[src/rtl/core/crsf_pkg.sv]
// ----------------------------------------------------------------------------
// crsf_pkg
// Shared types, codes and helpers of the CRSF frame receiver: parser
// phases, sequencer states, result kinds, the address list and the CRC step.
// ----------------------------------------------------------------------------
package crsf_pkg;

  typedef enum logic [2:0] {
    PH_ADDR    = 3'd0,
    PH_LEN     = 3'd1,
    PH_TYPE    = 3'd2,
    PH_PAYLOAD = 3'd3,
    PH_CRC     = 3'd4
  } phase_t;

  typedef enum logic [1:0] {
    SQ_IDLE  = 2'd0,
    SQ_FETCH = 2'd1,
    SQ_MUL   = 2'd2,
    SQ_ADD   = 2'd3
  } seq_state_t;

  typedef enum logic [2:0] {
    K_CHAN    = 3'd0,
    K_ACCEPT  = 3'd1,
    K_BADADDR = 3'd2,
    K_BADLEN  = 3'd3,
    K_BADCRC  = 3'd4
  } kind_t;

  typedef enum logic [2:0] {
    REG_DEST_ADDRESS  = 3'd0,
    REG_RC_FRAME_TYPE = 3'd1,
    REG_MAX_FRAME_LEN = 3'd2,
    REG_PWM_GAIN      = 3'd3,
    REG_PWM_OFFSET    = 3'd4
  } reg_index_t;

  localparam int CFG_W    = 27;
  localparam int BITPOS_W = 8;   // bit offset of a channel, up to 15 * 11
  localparam int IDX_W    = 8;   // byte index into the payload

  localparam logic [7:0]  MIN_FRAME_LEN  = 8'd2;
  localparam logic [7:0]  CRC_POLY       = 8'hD5;
  localparam logic [7:0]  CHAN_BITS      = 8'd11;
  localparam logic [11:0] PULSE_MAX      = 12'd4095;

  localparam logic [7:0]  RST_DEST_ADDRESS  = 8'd200;
  localparam logic [7:0]  RST_RC_FRAME_TYPE = 8'h16;
  localparam logic [5:0]  RST_MAX_FRAME_LEN = 6'd62;
  localparam logic [16:0] RST_PWM_GAIN      = 17'd40945;
  localparam logic [26:0] RST_PWM_OFFSET    = 27'd57707027;

  localparam int ADDR_COUNT = 13;
  localparam logic [7:0] ADDR_LIST [ADDR_COUNT] = '{
    8'h00, 8'h10, 8'h80, 8'h8A, 8'hC0, 8'hC2, 8'hC4,
    8'hC8, 8'hCA, 8'hCC, 8'hEA, 8'hEC, 8'hEE
  };

  function automatic logic addr_ok(input logic [7:0] b);
    logic hit;
    hit = 1'b0;
    for (int i = 0; i < ADDR_COUNT; i++) begin
      if (ADDR_LIST[i] == b) hit = 1'b1;
    end
    return hit;
  endfunction

  function automatic logic [7:0] crc_step(input logic [7:0] crc, input logic [7:0] b);
    logic [7:0] c;
    c = crc ^ b;
    for (int i = 0; i < 8; i++) begin
      c = c[7] ? ({c[6:0], 1'b0} ^ CRC_POLY) : {c[6:0], 1'b0};
    end
    return c;
  endfunction

endpackage

[src/rtl/core/crsf_rc_frame_receiver_top.sv]
// ----------------------------------------------------------------------------
// crsf_rc_frame_receiver_top
// Byte-serial CRSF frame parser with CRC-8 check and RC channel scaling.
// ----------------------------------------------------------------------------
// Received bytes are refused while the channel sequencer runs or a result is
// stuck in the output register. A good RC channels frame for the configured
// destination then emits CHANNEL_COUNT channel items from a sequencer that
// walks the payload memory through its single read port: three byte reads,
// one multiply by the gain and one offset add per channel, plus any output
// stall; no byte is taken during this walk. Every other frame outcome gives
// one item at once.
module crsf_rc_frame_receiver_top #(
  parameter int PAYLOAD_DEPTH = 64,
  parameter int CHANNEL_COUNT = 16
) (
  input  logic                      clk,
  input  logic                      rst,
  input  logic                      rx_valid,
  output logic                      rx_stall,
  input  logic [7:0]                rx_byte,
  output logic                      out_valid,
  input  logic                      out_stall,
  output logic [2:0]                kind,
  output logic [3:0]                channel_index,
  output logic [11:0]               pulse_us,
  output logic                      last,
  input  logic                      cfg_write,
  input  logic [2:0]                cfg_index,
  input  logic [crsf_pkg::CFG_W-1:0] cfg_data
);
  import crsf_pkg::*;

  localparam int AW = $clog2(PAYLOAD_DEPTH);

  // configuration
  logic [7:0]  dest_address;
  logic [7:0]  rc_frame_type;
  logic [5:0]  max_frame_len;
  logic [16:0] pwm_gain;
  logic [26:0] pwm_offset;

  // parser state
  phase_t     phase, phase_next;
  logic [7:0] frame_address, frame_address_next;
  logic [5:0] frame_length, frame_length_next;
  logic [7:0] frame_kind, frame_kind_next;
  logic [5:0] payload_count, payload_count_next;
  logic [7:0] running_crc, running_crc_next;

  // channel sequencer
  seq_state_t          seq, seq_next;
  logic [3:0]          ch, ch_next;
  logic [BITPOS_W-1:0] bitpos, bitpos_next;
  logic [1:0]          fetch, fetch_next;
  logic [5:0]          plen, plen_next;
  logic [23:0]         window, window_next;
  logic [27:0]         prod, prod_next;

  // payload memory
  logic [7:0]  mem [PAYLOAD_DEPTH];
  logic [7:0]  rd_q;
  logic        rd_ok_q;
  logic        mem_we;
  logic [IDX_W-1:0] rd_idx;
  logic        rd_ok;

  // output register
  logic        out_valid_next;
  logic [2:0]  kind_next;
  logic [3:0]  channel_index_next;
  logic [11:0] pulse_us_next;
  logic        last_next;

  logic        out_free;
  logic        rx_take;
  logic        ch_last;
  logic [7:0]  crc_b;
  logic [5:0]  count_inc;
  logic [7:0]  byte_val;
  logic [10:0] raw;
  logic [28:0] sum;
  logic [12:0] us;

  assign out_free = !out_valid || !out_stall;
  assign rx_stall = (seq != SQ_IDLE) || !out_free;
  assign rx_take  = rx_valid && !rx_stall;
  assign ch_last  = (ch == 4'(CHANNEL_COUNT - 1));

  assign crc_b     = crc_step((phase == PH_TYPE) ? 8'd0 : running_crc, rx_byte);
  assign count_inc = payload_count + 6'd1;
  assign mem_we    = rx_take && (phase == PH_PAYLOAD) && (int'(payload_count) < PAYLOAD_DEPTH);

  assign rd_idx   = {3'b000, bitpos[BITPOS_W-1:3]} + {6'b000000, fetch};
  assign rd_ok    = (rd_idx < {2'b00, plen}) && ({1'b0, rd_idx} < 9'(PAYLOAD_DEPTH));
  assign byte_val = rd_ok_q ? rd_q : 8'd0;
  assign raw      = 11'(window >> bitpos[2:0]);
  assign sum      = {1'b0, prod} + {2'b00, pwm_offset};
  assign us       = sum[28:16];

  always_ff @(posedge clk) begin
    if (mem_we) mem[AW'(payload_count)] <= rx_byte;
    rd_q    <= mem[rd_idx[AW-1:0]];
    rd_ok_q <= rd_ok;
  end

  always_ff @(posedge clk) begin
    if (rst) begin
      dest_address  <= RST_DEST_ADDRESS;
      rc_frame_type <= RST_RC_FRAME_TYPE;
      max_frame_len <= RST_MAX_FRAME_LEN;
      pwm_gain      <= RST_PWM_GAIN;
      pwm_offset    <= RST_PWM_OFFSET;
    end else if (cfg_write) begin
      case (cfg_index)
        REG_DEST_ADDRESS:  dest_address  <= cfg_data[7:0];
        REG_RC_FRAME_TYPE: rc_frame_type <= cfg_data[7:0];
        REG_MAX_FRAME_LEN: max_frame_len <= cfg_data[5:0];
        REG_PWM_GAIN:      pwm_gain      <= cfg_data[16:0];
        REG_PWM_OFFSET:    pwm_offset    <= cfg_data[26:0];
        default: ;
      endcase
    end
  end

  always_ff @(posedge clk) begin
    if (rst) begin
      phase         <= PH_ADDR;
      frame_address <= 8'd0;
      frame_length  <= 6'd0;
      frame_kind    <= 8'd0;
      payload_count <= 6'd0;
      running_crc   <= 8'd0;
      seq           <= SQ_IDLE;
      out_valid     <= 1'b0;
    end else begin
      phase         <= phase_next;
      frame_address <= frame_address_next;
      frame_length  <= frame_length_next;
      frame_kind    <= frame_kind_next;
      payload_count <= payload_count_next;
      running_crc   <= running_crc_next;
      seq           <= seq_next;
      out_valid     <= out_valid_next;
    end
  end

  always_ff @(posedge clk) begin
    ch            <= ch_next;
    bitpos        <= bitpos_next;
    fetch         <= fetch_next;
    plen          <= plen_next;
    window        <= window_next;
    prod          <= prod_next;
    kind          <= kind_next;
    channel_index <= channel_index_next;
    pulse_us      <= pulse_us_next;
    last          <= last_next;
  end

  always_comb begin
    phase_next         = phase;
    frame_address_next = frame_address;
    frame_length_next  = frame_length;
    frame_kind_next    = frame_kind;
    payload_count_next = payload_count;
    running_crc_next   = running_crc;
    seq_next           = seq;
    ch_next            = ch;
    bitpos_next        = bitpos;
    fetch_next         = fetch;
    plen_next          = plen;
    window_next        = window;
    prod_next          = prod;
    out_valid_next     = out_valid && out_stall;
    kind_next          = kind;
    channel_index_next = channel_index;
    pulse_us_next      = pulse_us;
    last_next          = last;

    if (rx_take) begin
      unique case (phase)
        PH_ADDR: begin
          if (addr_ok(rx_byte)) begin
            frame_address_next = rx_byte;
            phase_next         = PH_LEN;
          end else begin
            out_valid_next     = 1'b1;
            kind_next          = K_BADADDR;
          end
        end
        PH_LEN: begin
          if (rx_byte < MIN_FRAME_LEN || rx_byte > {2'b00, max_frame_len}) begin
            out_valid_next = 1'b1;
            kind_next      = K_BADLEN;
            phase_next     = PH_ADDR;
          end else begin
            frame_length_next  = rx_byte[5:0];
            payload_count_next = 6'd0;
            phase_next         = PH_TYPE;
          end
        end
        PH_TYPE: begin
          frame_kind_next  = rx_byte;
          running_crc_next = crc_b;
          phase_next       = (frame_length > 6'd2) ? PH_PAYLOAD : PH_CRC;
        end
        PH_PAYLOAD: begin
          running_crc_next   = crc_b;
          payload_count_next = count_inc;
          if (count_inc >= frame_length - 6'd2) phase_next = PH_CRC;
        end
        PH_CRC: begin
          phase_next = PH_ADDR;
          if (rx_byte != running_crc) begin
            out_valid_next = 1'b1;
            kind_next      = K_BADCRC;
          end else if (frame_address == dest_address && frame_kind == rc_frame_type) begin
            seq_next    = SQ_FETCH;
            ch_next     = 4'd0;
            bitpos_next = '0;
            fetch_next  = 2'd0;
            plen_next   = frame_length - 6'd2;
          end else begin
            out_valid_next = 1'b1;
            kind_next      = K_ACCEPT;
          end
        end
        default: phase_next = PH_ADDR;
      endcase

      // drop the frame context whenever the parser returns to the address phase
      if (phase_next == PH_ADDR) begin
        frame_address_next = 8'd0;
        frame_length_next  = 6'd0;
        frame_kind_next    = 8'd0;
        payload_count_next = 6'd0;
        running_crc_next   = 8'd0;
      end
      if (out_valid_next) begin
        channel_index_next = 4'd0;
        pulse_us_next      = 12'd0;
        last_next          = 1'b1;
      end
    end

    unique case (seq)
      SQ_IDLE: ;
      SQ_FETCH: begin
        // read data is registered and arrives the cycle after its address
        if (fetch != 2'd0) window_next = {byte_val, window[23:8]};
        fetch_next = fetch + 2'd1;
        if (fetch == 2'd3) seq_next = SQ_MUL;
      end
      SQ_MUL: begin
        prod_next = {17'd0, raw} * {11'd0, pwm_gain};
        seq_next  = SQ_ADD;
      end
      SQ_ADD: begin
        // hold until the output register can take the item
        if (out_free) begin
          out_valid_next     = 1'b1;
          kind_next          = K_CHAN;
          channel_index_next = ch;
          pulse_us_next      = (us > {1'b0, PULSE_MAX}) ? PULSE_MAX : us[11:0];
          last_next          = ch_last;
          if (ch_last) begin
            seq_next = SQ_IDLE;
          end else begin
            ch_next     = ch + 4'd1;
            bitpos_next = bitpos + CHAN_BITS;
            fetch_next  = 2'd0;
            seq_next    = SQ_FETCH;
          end
        end
      end
      default: seq_next = SQ_IDLE;
    endcase
  end

  a_chan_load: assert property (@(posedge clk) disable iff (rst)
    (seq == SQ_ADD && out_free) |=> (out_valid && kind == K_CHAN))
    else $error("channel item not loaded into output register");

  a_plain_fields: assert property (@(posedge clk) disable iff (rst)
    (out_valid && kind != K_CHAN) |-> (channel_index == 4'd0 && pulse_us == 12'd0 && last))
    else $error("non-channel item carries channel fields");

  a_rc_start: assert property (@(posedge clk) disable iff (rst)
    (rx_take && phase == PH_CRC && rx_byte == running_crc &&
     frame_address == dest_address && frame_kind == rc_frame_type)
    |=> (seq == SQ_FETCH && ch == 4'd0))
    else $error("good RC frame did not start channel walk");

  a_fetch_done: assert property (@(posedge clk) disable iff (rst)
    (seq == SQ_FETCH && fetch == 2'd3) |=> (seq == SQ_MUL))
    else $error("byte fetch did not hand over to multiply");

endmodule
[config.mk]
export PLATFORM = sky130hd
export DESIGN_NAME = crsf_rc_frame_receiver_top
export DESIGN_NICKNAME = d
export VERILOG_FILES = /design/src/rtl/core/crsf_pkg.sv /design/src/rtl/core/crsf_rc_frame_receiver_top.sv
export SDC_FILE = /design/constraint.sdc
export NUM_CORES = 1
export LEC_CHECK = 0
export ABC_AREA = 1
export BUFFER_PORTS_ARGS = -buffer_cell sky130_fd_sc_hd__buf_2
export CAP_MARGIN = 25
export CORE_UTILIZATION = 47
export DETAILED_ROUTE_END_ITERATION = 10
export PLACE_DENSITY = 0.68
export SLEW_MARGIN = 0
export SYNTH_ARGS = -nofsm -noshare
export SYNTH_HDL_FRONTEND = slang
export SYNTH_SLANG_ARGS = --single-unit
[constraint.sdc]
create_clock -name clk -period 7 [get_ports clk]
set_input_delay 2.1 -clock clk [delete_from_list [all_inputs] [get_ports clk]]
set_output_delay 2.1 -clock clk [all_outputs]
set_load 0.005 [all_outputs]
== After elaboration in Yosys (flattened, before gate mapping) ==
Memory sizes are Yosys's and may differ from the RTL's. A register that Yosys moved wholly into a read port is not among the register bits.
Index checks and enable logic that the tools add are counted.
Cells by class
  order comparisons: 7
  equal/unequal tests: 30
  add/subtract/negate cells: 7
  reduce and logical (&&, ||, !) cells: 37
  multiply operators: 1
  shift-type cells: 1
  multiplexer cells: 104
  bitwise operators: 10
Operator list (count)
  2-to-1 mux 8 bit: 23
  equality test 8 bit (first input constant): 11
  2-to-1 mux 12 bit: 5
  2-to-1 mux 4 bit: 11
  NOT 5 bit: 8
  2-to-1 mux 3 bit: 11
  2-to-1 mux 1 bit: 30
  2-to-1 mux 6 bit: 5
  adder 28 x 27 -> 29 bit: 1
  multiplier 11 x 17 -> 28 bit: 1
  2-to-1 mux 2 bit: 13
  >> shifter 24 x 3 -> 11 bit: 1
  equality test 8 bit: 2
  AND reduction 2 bit: 8
  nonzero test 2 bit: 7
  > comparator 13 x 12 -> 1 bit (second input constant): 1
  equality test 3 x 2 -> 1 bit (second input constant): 4
  case mux 3 bit (4 select lines): 1
  case mux 6 bit (2 select lines): 1
  zero test 3 bit: 3
  case mux 3 bit (3 select lines): 1
  AND reduction 3 bit: 3
  adder 8 x 4 -> 8 bit (second input constant): 1
  equality test 5 x 8 -> 1 bit (first input constant): 1
  31 further kinds: 44
Storage, ports and cells
  bits in writable memories: 512
  register bits: 201
  logic and storage cells: 223
  memories: 1
Memories
  mem: depth 64, width 8, read ports 1, clocked after Yosys merged registers in 1, write ports 1, line crsf_rc_frame_receiver_top.sv:60  | logic [7:0] mem [PAYLOAD_DEPTH];

== Longest topological paths before layout ==
Gate-level depths: netlist (run 1).
  depth in word-level cells: 23
  depth in mapped cells: 34
  gate-level depth less buffers: 31

== Least setup slack after synthesis (run 1) ==
OpenSTA, ideal clock, no wires.
  path type: reg2reg
  start: register bitpos[0]
  end: register prod[27] (data pin)
  arrival time: 5.821 ns
  cell stages (with the launch flop): 31
  slack: 0.920 ns
  data required time: 6.740 ns
  library setup time: 0.260 ns
  cell sequence: dfxtp_1 buf_2 inv_1 clkbuf_1 nand2_1 nand3_1 o21ai_0 o21ai_1 clkbuf_1 nand2_1 fa_1 fa_1 inv_1 fa_1 fa_1 inv_1 fa_1 inv_1 ha_1 a21oi_1 o21ai_0 a21oi_1 a21boi_0 o21bai_1 nand2_1 nand2_1 nand2_1 nand2_1 nand2_1 nand2_1 xnor2_1
Between the ends
  cells in the longest elaborated chain, start to end: 2
RTL lines
  start, declared: line crsf_rc_frame_receiver_top.sv:53  | logic [BITPOS_W-1:0] bitpos, bitpos_next;
  start signal, assigned: line crsf_rc_frame_receiver_top.sv:149  | bitpos <= bitpos_next;
  >> shifter 24 x 3 -> 11 bit: line crsf_rc_frame_receiver_top.sv:96  | assign raw = 11'(window >> bitpos[2:0]);
  multiplier 11 x 17 -> 28 bit: line crsf_rc_frame_receiver_top.sv:255  | prod_next = {17'd0, raw} * {11'd0, pwm_gain};
  end signal, assigned: line crsf_rc_frame_receiver_top.sv:153  | prod <= prod_next;
  end, declared: line crsf_rc_frame_receiver_top.sv:57  | logic [27:0] prod, prod_next;
Every way passes these cells.
A chain may end at the register's enable or synchronous reset.

== Worst setup path in the final report (run 1) ==
Ends and elaborated chain as after synthesis.

==> results of run 1 <==
-- sequential cells by signal, indices dropped and copies added (netlist names), 2 cells and up --
register / count
pwm_offset: 27
payload_count: 6
frame_address: 8
rc_frame_type: 8
running_crc: 8
pulse_us: 12
plen: 6
max_frame_len: 6
seq: 2
ch: 4
frame_length: 6
kind: 3
phase: 3
bitpos: 8
mem: 352
fetch: 2
rd_q: 8
dest_address: 8
prod: 28
pwm_gain: 17
frame_kind: 8
window: 24
channel_index: 4
-- power groups by stage --
stage / Sequential [mW] / Combinational, mW / Clock (mW)
2_1_floorplan: 3.77 / 1.03 / 0
3_3_place_gp: 3.79 / 1.34 / 0
3_5_place_dp: 3.79 / 1.36 / 0
4_1_cts: 3.72 / 1.37 / 3.16
5_1_grt: 3.72 / 1.58 / 3.29
6_report: 3.72 / 1.38 / 3.11
-- path summary, 6_finish.rpt --
path / slack, ns / depth (start not counted) / from / to
setup / recovery: 0.55 / 30 / bitpos[0] / prod[27]
hold / removal: 0.41 / 0 / window[22] / window[14]
setup reg to reg: 0.55 / 30 / bitpos[0] / prod[27]
hold reg to reg: 0.41 / 0 / window[22] / window[14]
-- through the flow --
step / total power [mW] / worst slack [ns] / utilization, % / hold slack, ns / cells
after global routing: 8.59 / 0.0612 / 52.7 / 0.420 / 4033
after global placement: 5.13 / 0.536 / 49.5 / 0.404 / 3923
final: 8.20 / 0.554 / 52.7 / 0.415 / 4033
after CTS: 8.25 / 0.371 / 52.6 / 0.416 / 4032
after floorplan: 4.80 / 0.920 / - / 0.400 / 3102
after detailed placement: 5.15 / 0.406 / 49.6 / 0.405 / 3924
-- area by class of cell --
type                    instances  share of cell area, %
clock buffers                  71                   4.69
flip-flops and latches        561                   46.1
well taps                     846                   3.18
repair buffers                102                   1.88
clock inverters                37                   1.14
inverters                     359                   4.07
multi-input cells            2057                   39.0
-- logic make-up (layout without fill, tap and decap cells) --
family                   after synthesis  count (layout)  synth area share (%)
AND/OR/NAND/NOR                     1143            1143                  15.7
AO/OA/AOI/OAI                        601             601                  11.6
flip-flops                           561             561                  50.9
XOR/XNOR                              61              61                  1.77
buffers and inverters                484             569                  6.13
adder cells (fa/ha/maj)              252             252                  13.8
-- metal layers --
metal,up-vias,share of wire [%],GRT usage (%)
met1,10558,44,33.3
met3,149,7.6,4.27
met4,2,3.3,8.30
li1,10600,-,-
met2,763,45,36.8
met5,-,0.094,0.827
-- worst reg2reg max path, delay by kind of cell, from the launching register on --
kind            cells  cell delay, ns
compound gates      7            1.22
xor+xnor            1            0.12
fa+ha+maj           6            2.82
buf+inv             6            0.76
flops               1            0.38
simple gates       10            0.92
-- repair_timing --
action,CTS,global route
resized for setup,0,6
buffers inserted,0,0
setup endpoints to repair,0,3
-- cells in the final DEF (no fill, tap or decap), types with 19 or more instances in the layout --
cell type and instances:
o221ai_1 65, edfxtp_1 410, fa_1 134, nand3_1 167
nand2_1 476, a21oi_1 185, buf_4 36, nand2_2 20
clkinv_1 19, nor2_1 415, ha_1 116, xnor2_1 28
xor2_1 32, dfxtp_1 150, nor3_1 21, clkbuf_16 59
inv_1 336, o21ai_0 266, buf_2 64
==> flow_summary_export.csv, run 1 <==
group,metric,value,unit
clock_tree,cts_hold_buf,0,
setup_path,cp_common_cell,"nand2_1",
timing,maxSlewHeadroom,34.1,%
timing,fin_tns_setup,0,ns
synthesis,yosysMostFrequentCell,"nand2_1",
floorplanning,core_area,63200,um2
clock_tree,cts_tree,"done",
setup_path,cp_max_fo,21,
clock_tree,cts-root-buf,"clkbuf_16",
routing,wl,76.5,mm
synthesis,syn_inst,3102,
synthesis,yosysSeqAreaShare,50.9,%
clock_tree,cts_sinks,561,
clock_tree,htree_num_levels,2,
clock_tree,clk_pin_slew,0.06,ns
job,maxCapViolations,0,
routing,route.detailed.drc,0,
routing,route.vias.total,22072,
synthesis,synth_area_leader_cell,"edfxtp_1",
cells_and_area,multiInputGateArea,13000,um2
synthesis,synth-edff-count,410,
routing,drt_iter0_drc,2097,
routing,via_per_inst,5.47,
synthesis,synth_flop_cell,"edfxtp_1",
synthesis,synthArstFlopShare,0,%
timing,finalHoldViolCount,0,
routing,post_drt_wl_per_cell,19.0,um
floorplanning,die_h,255,um
pwr,p_int,5.96,mW
timing,rsz0062_at_grt,"false",
placed_design,hpwlAfterDp,52.0,mm
setup_path,critPathTopFamily,"adder cells",
floorplanning,dieArea,65100,um2
pwr,clkPwrFrac,37.9,%
timing,fmax,155,MHz
floorplanning,pin_count,65,
cells_and_area,drive_gt1_share,8.00,%
synthesis,synth_area_leaders,"edfxtp_1 (41%), dfxtp_1 (10%), fa_1 (9.0%)",
grt,antenna_found_initial,0,
synthesis,synthTopCellsByCount,"nand2_1 (476), nor2_1 (417), edfxtp_1 (410)",
grt,overflow,0,
synthesis,synthesis.area,30100,um2
setup_path,cp_data_arrival_time,6.80,ns
routing,firstDrtPassIters,5,
placed_design,placed_area,31300,um2
setup_path,slowest_delay,0.57,ns
pwr,p_comb_share,16.8,%
pwr,p_leak,13.5,nW
clock_tree,insertion_delay,0.67,ns
placed_design,globalplace.congestion,0.984,
timing,min_period,6.45,ns
setup_path,crit_buf_inv,6,
pwr,p_sw_share,27.4,%
cells_and_area,fin_nets,3435,
min_path,hold_class,"flip-flop to flip-flop",
pwr,max-vdd-ir-drop,206,uV
synthesis,synthesis.nets,3397,
timing,drv_slew,0,
grt,grt_max_degree,102,
cells_and_area,layout-area-overhead-vs-synth,10.5,%
grt,grt_pass1_wl,118,mm
synthesis,ys_warn_count,0,
cells_and_area,diodes,0,
synthesis,synth_top_area_share,40.9,%
routing,drt.antenna.violating_nets,0,
cells_and_area,seq_area,15300,um2
setup_path,worstSetupEndpointType,"flip-flop",
clock_tree,cts_buffer_depth,3,
grt,grt_usage,23.7,%
timing,period_share,92.1,%
setup_path,worstPathRequired,7.35,ns
cells_and_area,fin_area,33300,um2
synthesis,synth.distinct_cells,51,
setup_path,worst_setup_path_start_kind,"flip-flop",
clock_tree,numCtsBuffers,59,
status,status,"completed",
pwr,power_density,246,nW/um2
setup_path,critPathSlowestCell,"fa_1",
floorplanning,rows,92,
synthesis,avgSynthCellArea,9.71,um2
timing,setup_viol,0,
pwr,switching_power,2.24,mW
timing,worstMarginPinSlew,0.987,ns
synthesis,synth-seq-cells,561,
floorplanning,start_util,47.7,%
pwr,p_seq_share,45.3,%
setup_path,crit_type,"flip-flop to flip-flop",
placed_design,portBuffers,64,
grt,first_global_vias,21119,
cells_and_area,fillers,5680,
floorplanning,die_x,255,um
timing,clock_skew,0.0624,ns
No activity file was read; power rests on OpenSTA's default activity.
==> inputs of run 2 (changes only) <==
--- a/config.mk
+++ b/config.mk
@@ -8,9 +8,11 @@
 export ABC_AREA = 1
 export BUFFER_PORTS_ARGS = -buffer_cell sky130_fd_sc_hd__buf_2
 export CAP_MARGIN = 25
-export CORE_UTILIZATION = 47
+export CELL_PAD_IN_SITES_DETAIL_PLACEMENT = 0
+export CELL_PAD_IN_SITES_GLOBAL_PLACEMENT = 2
+export CORE_UTILIZATION = 41
 export DETAILED_ROUTE_END_ITERATION = 10
-export PLACE_DENSITY = 0.68
+export PLACE_DENSITY = 0.85
 export SLEW_MARGIN = 0
 export SYNTH_ARGS = -nofsm -noshare
 export SYNTH_HDL_FRONTEND = slang
==> flow_summary_export.csv, run 2 (same netlist as run 1, synthesis figures left out) <==
group,metric,value,unit
status,status,"completed",
setup_path,worst_setup_path_start_kind,"flip-flop",
job,maxCapViolations,0,
pwr,p_int,6.23,mW
setup_path,cp_max_fo,21,
floorplanning,core_area,72800,um2
pwr,max-vdd-ir-drop,231,uV
floorplanning,pin_count,65,
clock_tree,cts_tree,"done",
setup_path,worst-r2r-cell-count,27,
setup_path,cp_data_arrival_time,6.86,ns
clock_tree,cts_buffer_depth,3,
pwr,power_density,255,nW/um2
setup_path,worstPathRequired,7.36,ns
routing,wl,82.1,mm
grt,first_global_vias,22508,
timing,clock_skew,0.0439,ns
cells_and_area,postLayoutCoreUtil,46.3,%
routing,drt_iter0_drc,1733,
floorplanning,die_x,273,um
setup_path,rrSetupSlack,0.50,ns
grt,grt_max_degree,107,
timing,setup_ws,0.501,ns
pwr,p_comb_share,16.1,%
routing,route.detailed.drc,0,
min_path,hold-path-cell-count,0,
cells_and_area,final_cell_mix,"nand2_1 (476), nor2_1 (415), edfxtp_1 (410), inv_1 (336), o21ai_0 (267)",
cells_and_area,layout-area-overhead-vs-synth,12.1,%
routing,drt.antenna.violating_nets,0,
setup_path,reg2reg_from,"bitpos[0]",
clock_tree,clk_pin_slew,0.06,ns
timing,fmax,154,MHz
routing,via_per_inst,5.35,
floorplanning,rows,99,
clock_tree,numCtsBuffers,67,
setup_path,worstSetupEndpointType,"flip-flop",
min_path,hold_end,"window[14]",
cells_and_area,fin_nets,3442,
timing,setup_viol,0,
timing,fin_hold_ws,0.411,ns
timing,maxSlewHeadroom,32.3,%
floorplanning,start_util,41.3,%
clock_tree,htree_num_levels,3,
setup_path,crit_type,"flip-flop to flip-flop",
timing,rsz0062_at_grt,"false",
setup_path,worst_r2r_endpoint,"prod[24]",
routing,firstDrtPassIters,5,
clock_tree,cts-root-buf,"clkbuf_16",
cells_and_area,final_common_cell,"nand2_1",
placed_design,portBuffers,64,
timing,period_share,92.8,%
cells_and_area,regMostFlops,"mem",
pwr,p_leak,13.6,nW
routing,route.vias.total,22271,
grt,overflow,0,
min_path,hold_class,"flip-flop to flip-flop",
pwr,switching_power,2.37,mW
cells_and_area,reg_top3,"mem x352, prod x28, pwm_offset x27",
clock_tree,cts_sinks,561,
placed_design,hpwlAfterDp,57.3,mm
floorplanning,dieArea,74500,um2
timing,fin_tns_setup,0,ns
timing,worstMarginPinSlew,1.01,ns
placed_design,dp_worst_setup_slack,0.251,ns
clock_tree,post-cts-setup-buffers,0,
grt,grt_pass1_wl,127,mm
clock_tree,cts_hold_buf,0,
timing,finalHoldViolCount,0,
cells_and_area,drive_gt1_share,8.13,%
pwr,p_seq_share,43.2,%
placed_design,globalplace.congestion,0.925,
placed_design,dp.cells,4036,
cells_and_area,largest_reg_flops,352,
cells_and_area,final_cells,4159,
clock_tree,insertion_delay,0.64,ns
floorplanning,die_h,273,um
grt,antenna_found_initial,2,
cells_and_area,diodes,0,
pwr,p_sw_share,27.6,%
pwr,clkPwrFrac,40.7,%
grt,grt_usage,22.1,%
timing,min_period,6.50,ns
routing,post_drt_wl_per_cell,19.7,um
timing,drv_slew,0,
min_path,hp-start,"window[22]",
-- run 2: changes by cell type in the layout (fill, tap and decap cells not counted), sizes merged --
| cell | change |
|---|---|
| inv | +2 |
| clkbuf | +17 |
| buf | -1 |
| clkinv | -9 |
| clkinvlp | +4 |
-- run 2: area by class of cell --
class                      instances  area (um2)
tap                              959        1200
fill                            6917       39100
multi-input combinational       2057       13000
inverter                         359        1360
clock inverter                    34         447
timing repair buffer             101         636
clock buffer                      88        1810
sequential                       561       15300
-- run 2: timing repair --
action,4_1_cts,5_1_grt
setup endpoints to repair,0,4
resized for setup,0,4
hold endpoints to repair,0,0
-- run 2: routing by layer --
layer | track usage [%] | part of all wire [%] | vias to the layer above
li1 | - | - | 10624
met1 | 28.9 | 43 | 10911
met4 | 7.10 | 3.0 | 0
met3 | 3.20 | 5.1 | 144
met2 | 37.8 | 49 | 592
met5 | 0 | 0 | -
-- run 2: critical path, cell delays in order, from the launching register on --
cell and delay, ns:
dfxtp_1 0.37, clkinvlp_4 0.32, nand2_1 0.14, nand2_1 0.07, o21ai_0 0.15, inv_1 0.07
o21ai_0 0.38, inv_2 0.24, nand2_1 0.14, fa_1 0.45, fa_1 0.52, inv_1 0.06
fa_1 0.49, fa_1 0.49, inv_1 0.05, fa_1 0.47, inv_1 0.04, ha_1 0.35
nand2_1 0.10, inv_1 0.06, nand3_1 0.09, nor4_1 0.30, nor2_1 0.15, o21bai_1 0.24
nand3_1 0.10, nand2_1 0.14, a21oi_1 0.10, xor2_1 0.14
-- run 2: worst max path at each step --
stage | start | end | cells past startpoint
floorplan | bitpos[0] | prod[27] | 30
global placement | bitpos[0] | prod[27] | 29
detailed placement | bitpos[0] | prod[27] | 29
CTS | bitpos[0] | prod[27] | 29
global route | bitpos[0] | prod[27] | 29
finish | bitpos[0] | prod[24] | 27
-- run 2: power by group through the flow --
stage	Clock (mW)	Combinational, mW	Sequential [mW]
finish	3.50	1.38	3.72
global route	3.70	1.58	3.72
CTS	3.57	1.39	3.72
detailed placement	0	1.38	3.79
global placement	0	1.38	3.79
floorplan	0	1.03	3.77
-- run 2: through the flow --
step | instance area (um2) | power, mW
after floorplan | 30100 | 4.80
after global placement | 31400 | 5.16
after detailed placement | 31500 | 5.17
after CTS | 33700 | 8.68
after global routing | 33800 | 9.00
final | 33800 | 8.60
